File: config.mk
export PLATFORM = sky130hd
export DESIGN_NAME = best_fit_block_allocator_flat
export DESIGN_NICKNAME = d
export VERILOG_FILES = /design/src/design/bfa_pkg.sv /design/src/design/bfa_if.sv /design/src/design/best_fit_block_allocator.sv /design/src/design/bfa_ram.sv /design/src/design/bfa_ctrl.sv /design/src/design/bfa_datapath.sv /design/src/flat_wrapper.sv
export SDC_FILE = /design/constraint.sdc
export NUM_CORES = 2
export LEC_CHECK = 0
export BUFFER_PORTS_ARGS = -buffer_cell sky130_fd_sc_hd__buf_2
export CAP_MARGIN = 10
export CORE_UTILIZATION = 57
export CTS_CLUSTER_SIZE = 12
export DETAILED_ROUTE_END_ITERATION = 16
export GPL_TIMING_DRIVEN = 0
export HOLD_SLACK_MARGIN = 0.06
export PLACE_DENSITY_LB_ADDON = 0.15
export SLEW_MARGIN = 30
export SYNTH_ARGS = -nofsm -noshare
export SYNTH_HDL_FRONTEND = slang
export SYNTH_HIERARCHICAL = 1
export SYNTH_SLANG_ARGS = --single-unit
File: constraint.sdc
create_clock -name i_clk -period 8.8 [get_ports i_clk]
set_input_delay 1.76 -clock i_clk [delete_from_list [all_inputs] [get_ports i_clk]]
set_output_delay 1.76 -clock i_clk [all_outputs]
set_load 0.01 [all_outputs]
File: src/design/bfa_pkg.sv
package bfa_pkg;

    localparam int HEAP_BYTES_DEF    = 128;
    localparam int TABLE_ENTRIES_DEF = 64;
    localparam int HEADER_BYTES_DEF  = 4;

    localparam int ADDR_W   = 8;
    localparam int SIZE_W   = 8;
    localparam int STATUS_W = 2;

    typedef enum logic [STATUS_W-1:0] {
        ST_OK    = 2'd0,
        ST_NOFIT = 2'd1,
        ST_FULL  = 2'd2
    } t_status;

    typedef enum logic {
        FN_ALLOC = 1'b0,
        FN_FREE  = 1'b1
    } t_func;

    typedef struct packed {
        logic capture;
        logic scan;
        logic alloc_commit;
        logic free_rd;
        logic free_commit;
    } t_cmd;

    typedef struct packed {
        logic scan_done;
    } t_sts;

endpackage

File: src/design/bfa_if.sv
interface bfa_req_if;
    logic                        valid;
    logic                        ready;
    logic                        func;
    logic [bfa_pkg::SIZE_W-1:0]  request_size;
    logic [bfa_pkg::ADDR_W-1:0]  block_address;

    modport source (output valid, output func, output request_size,
                    output block_address, input ready);
    modport sink   (input valid, input func, input request_size,
                    input block_address, output ready);
endinterface

interface bfa_rsp_if;
    logic                         valid;
    logic                         ready;
    logic [bfa_pkg::ADDR_W-1:0]   user_address;
    logic [bfa_pkg::STATUS_W-1:0] status;

    modport source (output valid, output user_address, output status, input ready);
    modport sink   (input valid, input user_address, input status, output ready);
endinterface

File: src/design/best_fit_block_allocator.sv
// Best-fit allocator over a byte heap of HEAP_BYTES bytes, with up to TABLE_ENTRIES free
// extents and a HEADER_BYTES header in front of each block. One request is handled at a
// time and gives one response. An allocate reads the extent table one entry per cycle
// through its single read port, scanning every extent held before it commits; a free
// reads the block's header and then adds the block as a new extent. A request is
// taken again as soon as the last one has finished, even while its response still waits;
// a finished request stalls only if the previous response has not been taken. No
// clearing pass is needed after reset.
module best_fit_block_allocator #(
    parameter int HEAP_BYTES    = bfa_pkg::HEAP_BYTES_DEF,
    parameter int TABLE_ENTRIES = bfa_pkg::TABLE_ENTRIES_DEF,
    parameter int HEADER_BYTES  = bfa_pkg::HEADER_BYTES_DEF
) (
    input  logic       i_clk,
    input  logic       i_rst_n,
    bfa_req_if.sink    i_req,
    bfa_rsp_if.source  o_rsp
);
    import bfa_pkg::*;

    t_cmd cmd;
    t_sts sts;

    bfa_ctrl u_ctrl (
        .i_clk       (i_clk),
        .i_rst_n     (i_rst_n),
        .i_req_valid (i_req.valid),
        .i_req_func  (i_req.func),
        .o_req_ready (i_req.ready),
        .i_rsp_ready (o_rsp.ready),
        .o_rsp_valid (o_rsp.valid),
        .i_sts       (sts),
        .o_cmd       (cmd)
    );

    bfa_datapath #(
        .HEAP_BYTES    (HEAP_BYTES),
        .TABLE_ENTRIES (TABLE_ENTRIES),
        .HEADER_BYTES  (HEADER_BYTES)
    ) u_datapath (
        .i_clk           (i_clk),
        .i_rst_n         (i_rst_n),
        .i_cmd           (cmd),
        .o_sts           (sts),
        .i_request_size  (i_req.request_size),
        .i_block_address (i_req.block_address),
        .o_user_address  (o_rsp.user_address),
        .o_status        (o_rsp.status)
    );

endmodule

File: src/design/bfa_ram.sv
module bfa_ram #(
    parameter int WIDTH = 8,
    parameter int DEPTH = 16
) (
    input  logic                                      i_clk,
    input  logic                                      i_we,
    input  logic [((DEPTH > 1) ? $clog2(DEPTH) : 1)-1:0] i_waddr,
    input  logic [WIDTH-1:0]                          i_wdata,
    input  logic                                      i_re,
    input  logic [((DEPTH > 1) ? $clog2(DEPTH) : 1)-1:0] i_raddr,
    output logic [WIDTH-1:0]                          o_rdata
);

    logic [WIDTH-1:0] r_mem [DEPTH];
    logic [WIDTH-1:0] r_rdata;

    always_ff @(posedge i_clk) begin
        if (i_we) begin
            r_mem[i_waddr] <= i_wdata;
        end
        if (i_re) begin
            r_rdata <= r_mem[i_raddr];
        end
    end

    assign o_rdata = r_rdata;

endmodule

File: src/design/bfa_ctrl.sv
module bfa_ctrl (
    input  logic          i_clk,
    input  logic          i_rst_n,
    input  logic          i_req_valid,
    input  logic          i_req_func,
    output logic          o_req_ready,
    input  logic          i_rsp_ready,
    output logic          o_rsp_valid,
    input  bfa_pkg::t_sts i_sts,
    output bfa_pkg::t_cmd o_cmd
);
    import bfa_pkg::*;

    typedef enum logic [2:0] {
        S_IDLE,
        S_SCAN,
        S_ALLOC_WR,
        S_FREE_RD,
        S_FREE_WR
    } t_state;

    t_state r_state;
    t_state n_state;
    logic   r_rsp_valid;
    logic   n_rsp_valid;
    logic   out_free;

    assign out_free = !r_rsp_valid || i_rsp_ready;

    always_comb begin
        o_cmd              = '0;
        o_cmd.capture      = (r_state == S_IDLE) && i_req_valid;
        o_cmd.scan         = (r_state == S_SCAN);
        o_cmd.free_rd      = (r_state == S_FREE_RD);
        o_cmd.alloc_commit = (r_state == S_ALLOC_WR) && out_free;
        o_cmd.free_commit  = (r_state == S_FREE_WR) && out_free;
    end

    always_comb begin
        n_state = r_state;
        case (r_state)
            S_IDLE: begin
                if (i_req_valid) begin
                    n_state = (t_func'(i_req_func) == FN_FREE) ? S_FREE_RD : S_SCAN;
                end
            end
            S_SCAN: begin
                if (i_sts.scan_done) begin
                    n_state = S_ALLOC_WR;
                end
            end
            S_ALLOC_WR: begin
                if (out_free) begin
                    n_state = S_IDLE;
                end
            end
            S_FREE_RD: begin
                n_state = S_FREE_WR;
            end
            S_FREE_WR: begin
                if (out_free) begin
                    n_state = S_IDLE;
                end
            end
            default: begin
                n_state = S_IDLE;
            end
        endcase
        n_rsp_valid = o_cmd.alloc_commit || o_cmd.free_commit ||
                      (r_rsp_valid && !i_rsp_ready);
    end

    always_ff @(posedge i_clk) begin
        if (!i_rst_n) begin
            r_state     <= S_IDLE;
            r_rsp_valid <= 1'b0;
        end else begin
            r_state     <= n_state;
            r_rsp_valid <= n_rsp_valid;
        end
    end

    assign o_req_ready = (r_state == S_IDLE);
    assign o_rsp_valid = r_rsp_valid;

endmodule

File: src/design/bfa_datapath.sv
module bfa_datapath #(
    parameter int HEAP_BYTES    = bfa_pkg::HEAP_BYTES_DEF,
    parameter int TABLE_ENTRIES = bfa_pkg::TABLE_ENTRIES_DEF,
    parameter int HEADER_BYTES  = bfa_pkg::HEADER_BYTES_DEF
) (
    input  logic                         i_clk,
    input  logic                         i_rst_n,
    input  bfa_pkg::t_cmd                i_cmd,
    output bfa_pkg::t_sts                o_sts,
    input  logic [bfa_pkg::SIZE_W-1:0]   i_request_size,
    input  logic [bfa_pkg::ADDR_W-1:0]   i_block_address,
    output logic [bfa_pkg::ADDR_W-1:0]   o_user_address,
    output logic [bfa_pkg::STATUS_W-1:0] o_status
);
    import bfa_pkg::*;

    localparam int IW  = (TABLE_ENTRIES > 1) ? $clog2(TABLE_ENTRIES) : 1;
    localparam int CW  = $clog2(TABLE_ENTRIES + 1);
    localparam int HAW = (HEAP_BYTES > 1) ? $clog2(HEAP_BYTES) : 1;
    localparam int EW  = 2 * ADDR_W;

    logic [SIZE_W-1:0] r_req_size;
    logic [ADDR_W-1:0] r_blk_addr;
    logic [CW-1:0]     r_idx;
    logic              r_rd_vld;
    logic [IW-1:0]     r_rd_idx;
    logic              r_found;
    logic [IW-1:0]     r_pick;
    logic [ADDR_W-1:0] r_best_base;
    logic [ADDR_W-1:0] r_best_len;
    logic [CW-1:0]     r_count;
    logic              r_e0_init;
    logic              r_hdr_ok;
    logic [ADDR_W-1:0] r_user_address;
    t_status           r_status;

    logic [ADDR_W:0]   total;
    logic [EW-1:0]     ext_rdata;
    logic [ADDR_W-1:0] cur_base;
    logic [ADDR_W-1:0] cur_len;
    logic              fit;
    logic [ADDR_W-1:0] free_start;
    logic              full;
    logic              more;

    logic              ext_we;
    logic [IW-1:0]     ext_waddr;
    logic [EW-1:0]     ext_wdata;
    logic              ext_re;
    logic              hdr_we;
    logic [ADDR_W-1:0] hdr_rdata;

    assign total      = {1'b0, r_req_size} + (ADDR_W+1)'(HEADER_BYTES);
    assign free_start = r_blk_addr - ADDR_W'(HEADER_BYTES);
    assign full       = (r_count >= CW'(TABLE_ENTRIES));
    assign more       = (r_idx < r_count);

    // entry 0 holds the whole heap until first written
    always_comb begin
        if ((r_rd_idx == '0) && r_e0_init) begin
            cur_base = '0;
            cur_len  = ADDR_W'(HEAP_BYTES);
        end else begin
            cur_base = ext_rdata[EW-1:ADDR_W];
            cur_len  = ext_rdata[ADDR_W-1:0];
        end
        fit = ({1'b0, cur_len} >= total) && (!r_found || (cur_len < r_best_len));
    end

    assign ext_re = i_cmd.scan && more;

    always_comb begin
        ext_we    = 1'b0;
        ext_waddr = r_pick;
        ext_wdata = {r_best_base + total[ADDR_W-1:0], r_best_len - total[ADDR_W-1:0]};
        if (i_cmd.alloc_commit && r_found) begin
            ext_we = 1'b1;
        end else if (i_cmd.free_commit && !full) begin
            ext_we    = 1'b1;
            ext_waddr = r_count[IW-1:0];
            ext_wdata = {free_start, (r_hdr_ok ? hdr_rdata : ADDR_W'(0))};
        end
    end

    assign hdr_we = i_cmd.alloc_commit && r_found && (r_best_base < ADDR_W'(HEAP_BYTES));

    bfa_ram #(
        .WIDTH (EW),
        .DEPTH (TABLE_ENTRIES)
    ) u_ext_ram (
        .i_clk   (i_clk),
        .i_we    (ext_we),
        .i_waddr (ext_waddr),
        .i_wdata (ext_wdata),
        .i_re    (ext_re),
        .i_raddr (r_idx[IW-1:0]),
        .o_rdata (ext_rdata)
    );

    bfa_ram #(
        .WIDTH (ADDR_W),
        .DEPTH (HEAP_BYTES)
    ) u_hdr_ram (
        .i_clk   (i_clk),
        .i_we    (hdr_we),
        .i_waddr (r_best_base[HAW-1:0]),
        .i_wdata (total[ADDR_W-1:0]),
        .i_re    (i_cmd.free_rd),
        .i_raddr (free_start[HAW-1:0]),
        .o_rdata (hdr_rdata)
    );

    always_ff @(posedge i_clk) begin
        if (!i_rst_n) begin
            r_count   <= CW'(1);
            r_e0_init <= 1'b1;
            r_rd_vld  <= 1'b0;
            r_found   <= 1'b0;
            r_idx     <= '0;
        end else begin
            r_rd_vld <= ext_re;
            r_rd_idx <= r_idx[IW-1:0];
            if (ext_re) begin
                r_idx <= r_idx + CW'(1);
            end
            if (ext_we && (ext_waddr == '0)) begin
                r_e0_init <= 1'b0;
            end
            if (i_cmd.capture) begin
                r_req_size <= i_request_size;
                r_blk_addr <= i_block_address;
                r_idx      <= '0;
                r_found    <= 1'b0;
            end
            if (r_rd_vld && fit) begin
                r_found     <= 1'b1;
                r_pick      <= r_rd_idx;
                r_best_base <= cur_base;
                r_best_len  <= cur_len;
            end
            if (i_cmd.free_rd) begin
                r_hdr_ok <= (r_blk_addr >= ADDR_W'(HEADER_BYTES)) &&
                            (free_start < ADDR_W'(HEAP_BYTES));
            end
            if (i_cmd.alloc_commit) begin
                r_user_address <= r_found ? (r_best_base + ADDR_W'(HEADER_BYTES)) : '0;
                r_status       <= r_found ? ST_OK : ST_NOFIT;
            end
            if (i_cmd.free_commit) begin
                r_user_address <= '0;
                r_status       <= full ? ST_FULL : ST_OK;
                if (!full) begin
                    r_count <= r_count + CW'(1);
                end
            end
        end
    end

    assign o_sts.scan_done = !more && !r_rd_vld;
    assign o_user_address  = r_user_address;
    assign o_status        = r_status;

    a_count_range: assert property (@(posedge i_clk) disable iff (!i_rst_n)
        (r_count != '0) && (r_count <= CW'(TABLE_ENTRIES)))
        else $error("extent count out of range");

    a_scan_in_table: assert property (@(posedge i_clk) disable iff (!i_rst_n)
        r_rd_vld |-> (CW'(r_rd_idx) < r_count))
        else $error("scan read beyond valid extents");

    a_full_drops: assert property (@(posedge i_clk) disable iff (!i_rst_n)
        (i_cmd.free_commit && full) |=> ($stable(r_count) && (r_status == ST_FULL)))
        else $error("free into full table changed state");

    a_nofit_zero: assert property (@(posedge i_clk) disable iff (!i_rst_n)
        (i_cmd.alloc_commit && !r_found) |=>
        ((r_status == ST_NOFIT) && (r_user_address == '0)))
        else $error("failed allocate returned an address");

endmodule

File: src/flat_wrapper.sv
// flat-port wrapper written by rule: the top's interface ports become plain ports
module best_fit_block_allocator_flat import bfa_pkg::*;
#(
    parameter int HEAP_BYTES    = bfa_pkg::HEAP_BYTES_DEF,
    parameter int TABLE_ENTRIES = bfa_pkg::TABLE_ENTRIES_DEF,
    parameter int HEADER_BYTES  = bfa_pkg::HEADER_BYTES_DEF
)
  (i_clk, i_rst_n, i_req_valid, i_req_func, i_req_request_size, i_req_block_address, i_req_ready, o_rsp_valid, o_rsp_user_address, o_rsp_status, o_rsp_ready);
  bfa_req_if i_req_i ();
  bfa_rsp_if o_rsp_i ();
  input  logic i_clk;
  input  logic i_rst_n;
  input wire logic [$bits(i_req_i.valid)-1:0] i_req_valid;
  input wire logic [$bits(i_req_i.func)-1:0] i_req_func;
  input wire logic [$bits(i_req_i.request_size)-1:0] i_req_request_size;
  input wire logic [$bits(i_req_i.block_address)-1:0] i_req_block_address;
  output wire logic [$bits(i_req_i.ready)-1:0] i_req_ready;
  output wire logic [$bits(o_rsp_i.valid)-1:0] o_rsp_valid;
  output wire logic [$bits(o_rsp_i.user_address)-1:0] o_rsp_user_address;
  output wire logic [$bits(o_rsp_i.status)-1:0] o_rsp_status;
  input wire logic [$bits(o_rsp_i.ready)-1:0] o_rsp_ready;
  assign i_req_i.valid = i_req_valid;
  assign i_req_i.func = i_req_func;
  assign i_req_i.request_size = i_req_request_size;
  assign i_req_i.block_address = i_req_block_address;
  assign i_req_ready = i_req_i.ready;
  assign o_rsp_valid = o_rsp_i.valid;
  assign o_rsp_user_address = o_rsp_i.user_address;
  assign o_rsp_status = o_rsp_i.status;
  assign o_rsp_i.ready = o_rsp_ready;
  best_fit_block_allocator #(.HEAP_BYTES(HEAP_BYTES), .TABLE_ENTRIES(TABLE_ENTRIES), .HEADER_BYTES(HEADER_BYTES)) u_core (.i_clk(i_clk), .i_rst_n(i_rst_n), .i_req(i_req_i), .o_rsp(o_rsp_i));
endmodule
==> run summary <==
Critical Path Start Type -> input port
Row count -> 140
Leak -> 29.6 nW
PortBufs -> 32
Starting density of the core -> 0.577
Metal-1 WL -> 78400 um
Final Cycle Share -> 0.679
Number of CTS-inserted buffers -> 210
Setup WS pre-CTS -> 2.05 ns
Relative slew margins -> 0.290
#FFs+latches synth -> 2148
Fin. max-slew vios -> 0
Setup Fix Bufs, Post-CTS -> 0
Die Ht -> 387 um
Max frequency -> 167 MHz
Clk_skew -> 0.0326 ns
Initial antenna violation count -> 4
Total track usage -> 0.285
RSZ-0062 raised after global routing -> no
Layout cells sized above 1 -> 0.281
WL met2 -> 106000 um
Synth unique cells -> 74
CTS H-tree lvls -> 4
Uppermost layer routed -> met5
Syn. warnings -> 6
Async S/R FF share, synth -> 0
Metal3 WL -> 15400 um
CTS Buffer Depth -> 3
Core area -> 0.146 sq mm
Avg Cell Area, Syn -> 21.6 sq um
Die area -> 0.150 sq mm
Pin count of the biggest net entering global routing -> 89
CP delay by family, top -> simple AND/OR/NAND/NOR gates
Synth-to-Final Area Change -> 13.6%
Crit-path cells -> buf_2 -> and2b_1 -> nor4b_1 -> nand2_1 -> nand2_2 -> clkbuf_1 -> o21ai_0 -> clkbuf_1 -> or3b_2 -> clkbuf_1 -> nor2_2 -> buf_6
Residual DRC -> 0
First-pass GRT wire length -> 300000 um
Crit. End Element -> register
Worst path max stage delay -> 0.69 ns
Clk_lat worst skew -> 0.84 ns
Crit path max fanout -> 10
WP buf/inv -> 5
Via total after detailed routing -> 41488
Drt initial violations -> 5091
Arrival @ worst endpoint -> 6.50 ns
Clock transition at path regs -> 0.06 ns
Mapped Nets -> 3973
Placed Instances -> 5984
CTS tree -> yes
Routed WL -> 211000 um
Final Hold Viols -> 0
Worst setup margin -> 2.83 ns
Minimum clock period -> 5.97 ns
CTS resizes -> 0
MaxCap Viol Count -> 0
PD cells -> 221 mW/mm^2
Finish-stage setup viols -> 0
Number of global-route vias before repair -> 41218
Worst slew pin tran -> 1.06 ns
Post-synth top area share -> 0.756
Cell at the slowest stage of the critical path -> nor4b_1
Outcome -> finished clean
Synth top area cells -> edfxtp_1 (76%), mux4_2 (15%), nor2_1 (1.0%)
Synth area leader -> edfxtp_1
Cell repeated most along the worst path -> clkbuf_1
Post-synth EDFFs -> 2127
Final Non-Filler Cells -> 6322
# hold bufs at CTS -> 0
Fin nets -> 4342
Netlist Area Pre-Place -> 0.0844 sq mm
Root Buffer -> clkbuf_16
Synth Flop Type -> edfxtp_1
Worst vdd ir -> 0.197 mV
Post-synthesis cell count -> 3912
Remaining Overflow, GRT -> 0
Worst hold path type -> reg -> reg
Register area share after synthesis -> 0.761
Routed wire per std cell -> 33.4 um
Critical path type -> in -> reg
Die X -> 387 um
Post-DP HPWL -> 146000 um
ANT nets after route -> 0
Clk sink count -> 2148
RD Place Congestion -> 0.905
Io pins -> 33
Critical Path RT -> 9.32 ns
Via-to-Cell Ratio -> 6.56
Initial DRT Pass Iterations -> 7
[worst paths after layout]
check / from / end / slack [ns] / depth (start not counted)
setup / recovery: o_rsp_ready / u_core/u_datapath/u_ext_ram/r_mem[38][11] / 2.83 / 12
hold / removal: u_core/u_datapath/r_rd_idx[1] / u_core/u_datapath/r_pick[1] / 0.47 / 0
setup reg to reg: u_core/u_ctrl/o_rsp_valid / u_core/u_datapath/u_ext_ram/r_mem[38][11] / 3.55 / 11
hold reg to reg: u_core/u_datapath/r_rd_idx[1] / u_core/u_datapath/r_pick[1] / 0.47 / 0
[flip-flops by register name, indices dropped and copies added, names as in the netlist, 8 cells and up]
name,cells
u_core/u_datapath/r_best_base,8
u_core/u_datapath/u_hdr_ram/o_rdata,8
u_core/u_datapath/u_ext_ram/o_rdata,16
u_core/u_datapath/r_req_size,8
u_core/u_datapath/o_user_address,8
u_core/u_datapath/u_hdr_ram/r_mem,1024
u_core/u_datapath/u_ext_ram/r_mem,1024
u_core/u_datapath/r_best_len,8
u_core/u_datapath/r_blk_addr,8
[synthesized netlist by cell type, types with 5 or more instances]
library cell,n
buf_6,20
a221oi_1,18
nand4_1,20
buf_1,22
a22oi_1,40
xnor2_1,18
buf_4,25
nand3_1,55
inv_1,34
clkbuf_1,73
a21oi_1,46
mux2i_1,85
nor3_1,20
a41oi_1,5
and4_1,5
a22o_1,6
buf_12,5
a211oi_1,11
or3_1,7
o21ai_0,30
a211o_1,9
xor2_1,11
mux4_2,556
dfxtp_1,21
mux2_2,38
o21ai_1,6
and2_1,22
a311oi_1,9
a31oi_1,10
nor2b_1,44
nand2b_1,15
ha_1,38
nor2_1,234
edfxtp_1,2127
nand2_1,101
a221o_1,6
buf_2,53
[per-layer routing]
layer | up-vias | global-route usage
met5 | - | 0
met4 | 2 | 0.136
met3 | 448 | 0.0453
met2 | 2052 | 0.472
met1 | 21944 | 0.374
li1 | 17042 | -
[area by class of cell]
| type | count | area, sq um |
|---|---|---|
| antenna | 2 | 5.00 |
| buffer | 205 | 1220 |
| clock buffer | 273 | 5510 |
| clock inverter | 61 | 571 |
| fill | 9312 | 50400 |
| inverter | 35 | 141 |
| multi-input combinational | 1524 | 19400 |
| sequential | 2148 | 64300 |
| tap | 1917 | 2400 |
| timing repair buffer | 157 | 2320 |
[power breakdown]
| group | internal [mW] | switching [mW] |
|---|---|---|
| clock network | 4.44 | 3.67 |
| registers | 11.5 | 0.0203 |
| logic | 0.625 | 0.982 |
| total | 16.5 | 4.68 |
[layout by cell type, fill, tap and decap left out, drive strengths merged, types with 4 or more instances in the layout]
master	count
a211o	9
nor2	236
mux2	38
buf	285
a22o	6
a21o	4
inv	38
dfxtp	21
xnor2	18
nand3	55
nand2	105
a41oi	5
or3	7
ha	38
nor4	5
edfxtp	2127
a21oi	48
mux2i	85
and2	22
o21ai	36
nor3b	5
a31oi	10
and4	5
a22oi	40
nor3	21
xor2	11
a311oi	9
mux4	560
a211oi	11
a221oi	18
nor2b	44
a221o	6
clkinv	54
nand2b	15
nand4	20
clkbuf	350
[worst reg2reg max path, stage by stage (launching register included)]
cell and delay [ns]:
dfxtp_1 0.32, and2b_1 0.18, nor4b_1 0.69, nand2_1 0.34
nand2_2 0.23, clkbuf_1 0.67, o21ai_0 0.39, clkbuf_1 0.41
or3b_2 0.54, clkbuf_1 0.38, nor2_2 0.54, buf_6 0.25
[kinds of logic after synthesis]
group,Yosys count,share of synthesized area
AO/OA/AOI/OAI,214,0.0175
multiplexers,683,0.165
flip-flops,2148,0.761
XOR/XNOR,29,0.00301
adder cells (fa/ha/maj),40,0.00610
buffers and inverters,240,0.0158
AND/OR/NAND/NOR,558,0.0316
[stage by stage]
step | TNS, ns | total power [mW] | area [sq um] | hold slack (ns) | util
final | 0 | 21.2 | 95900 | 0.475 | 0.656
after global routing | 0 | 21.8 | 95900 | 0.495 | 0.656
after floorplan | 0 | 12.6 | 84500 | 0.424 | -
after global placement | -4135.09 | 13.2 | 87000 | 0.440 | 0.595
after CTS | 0 | 21.3 | 95900 | 0.474 | 0.655
after detailed placement | 0 | 13.3 | 89800 | 0.460 | 0.614
No activity file was read; power rests on OpenSTA's default activity.
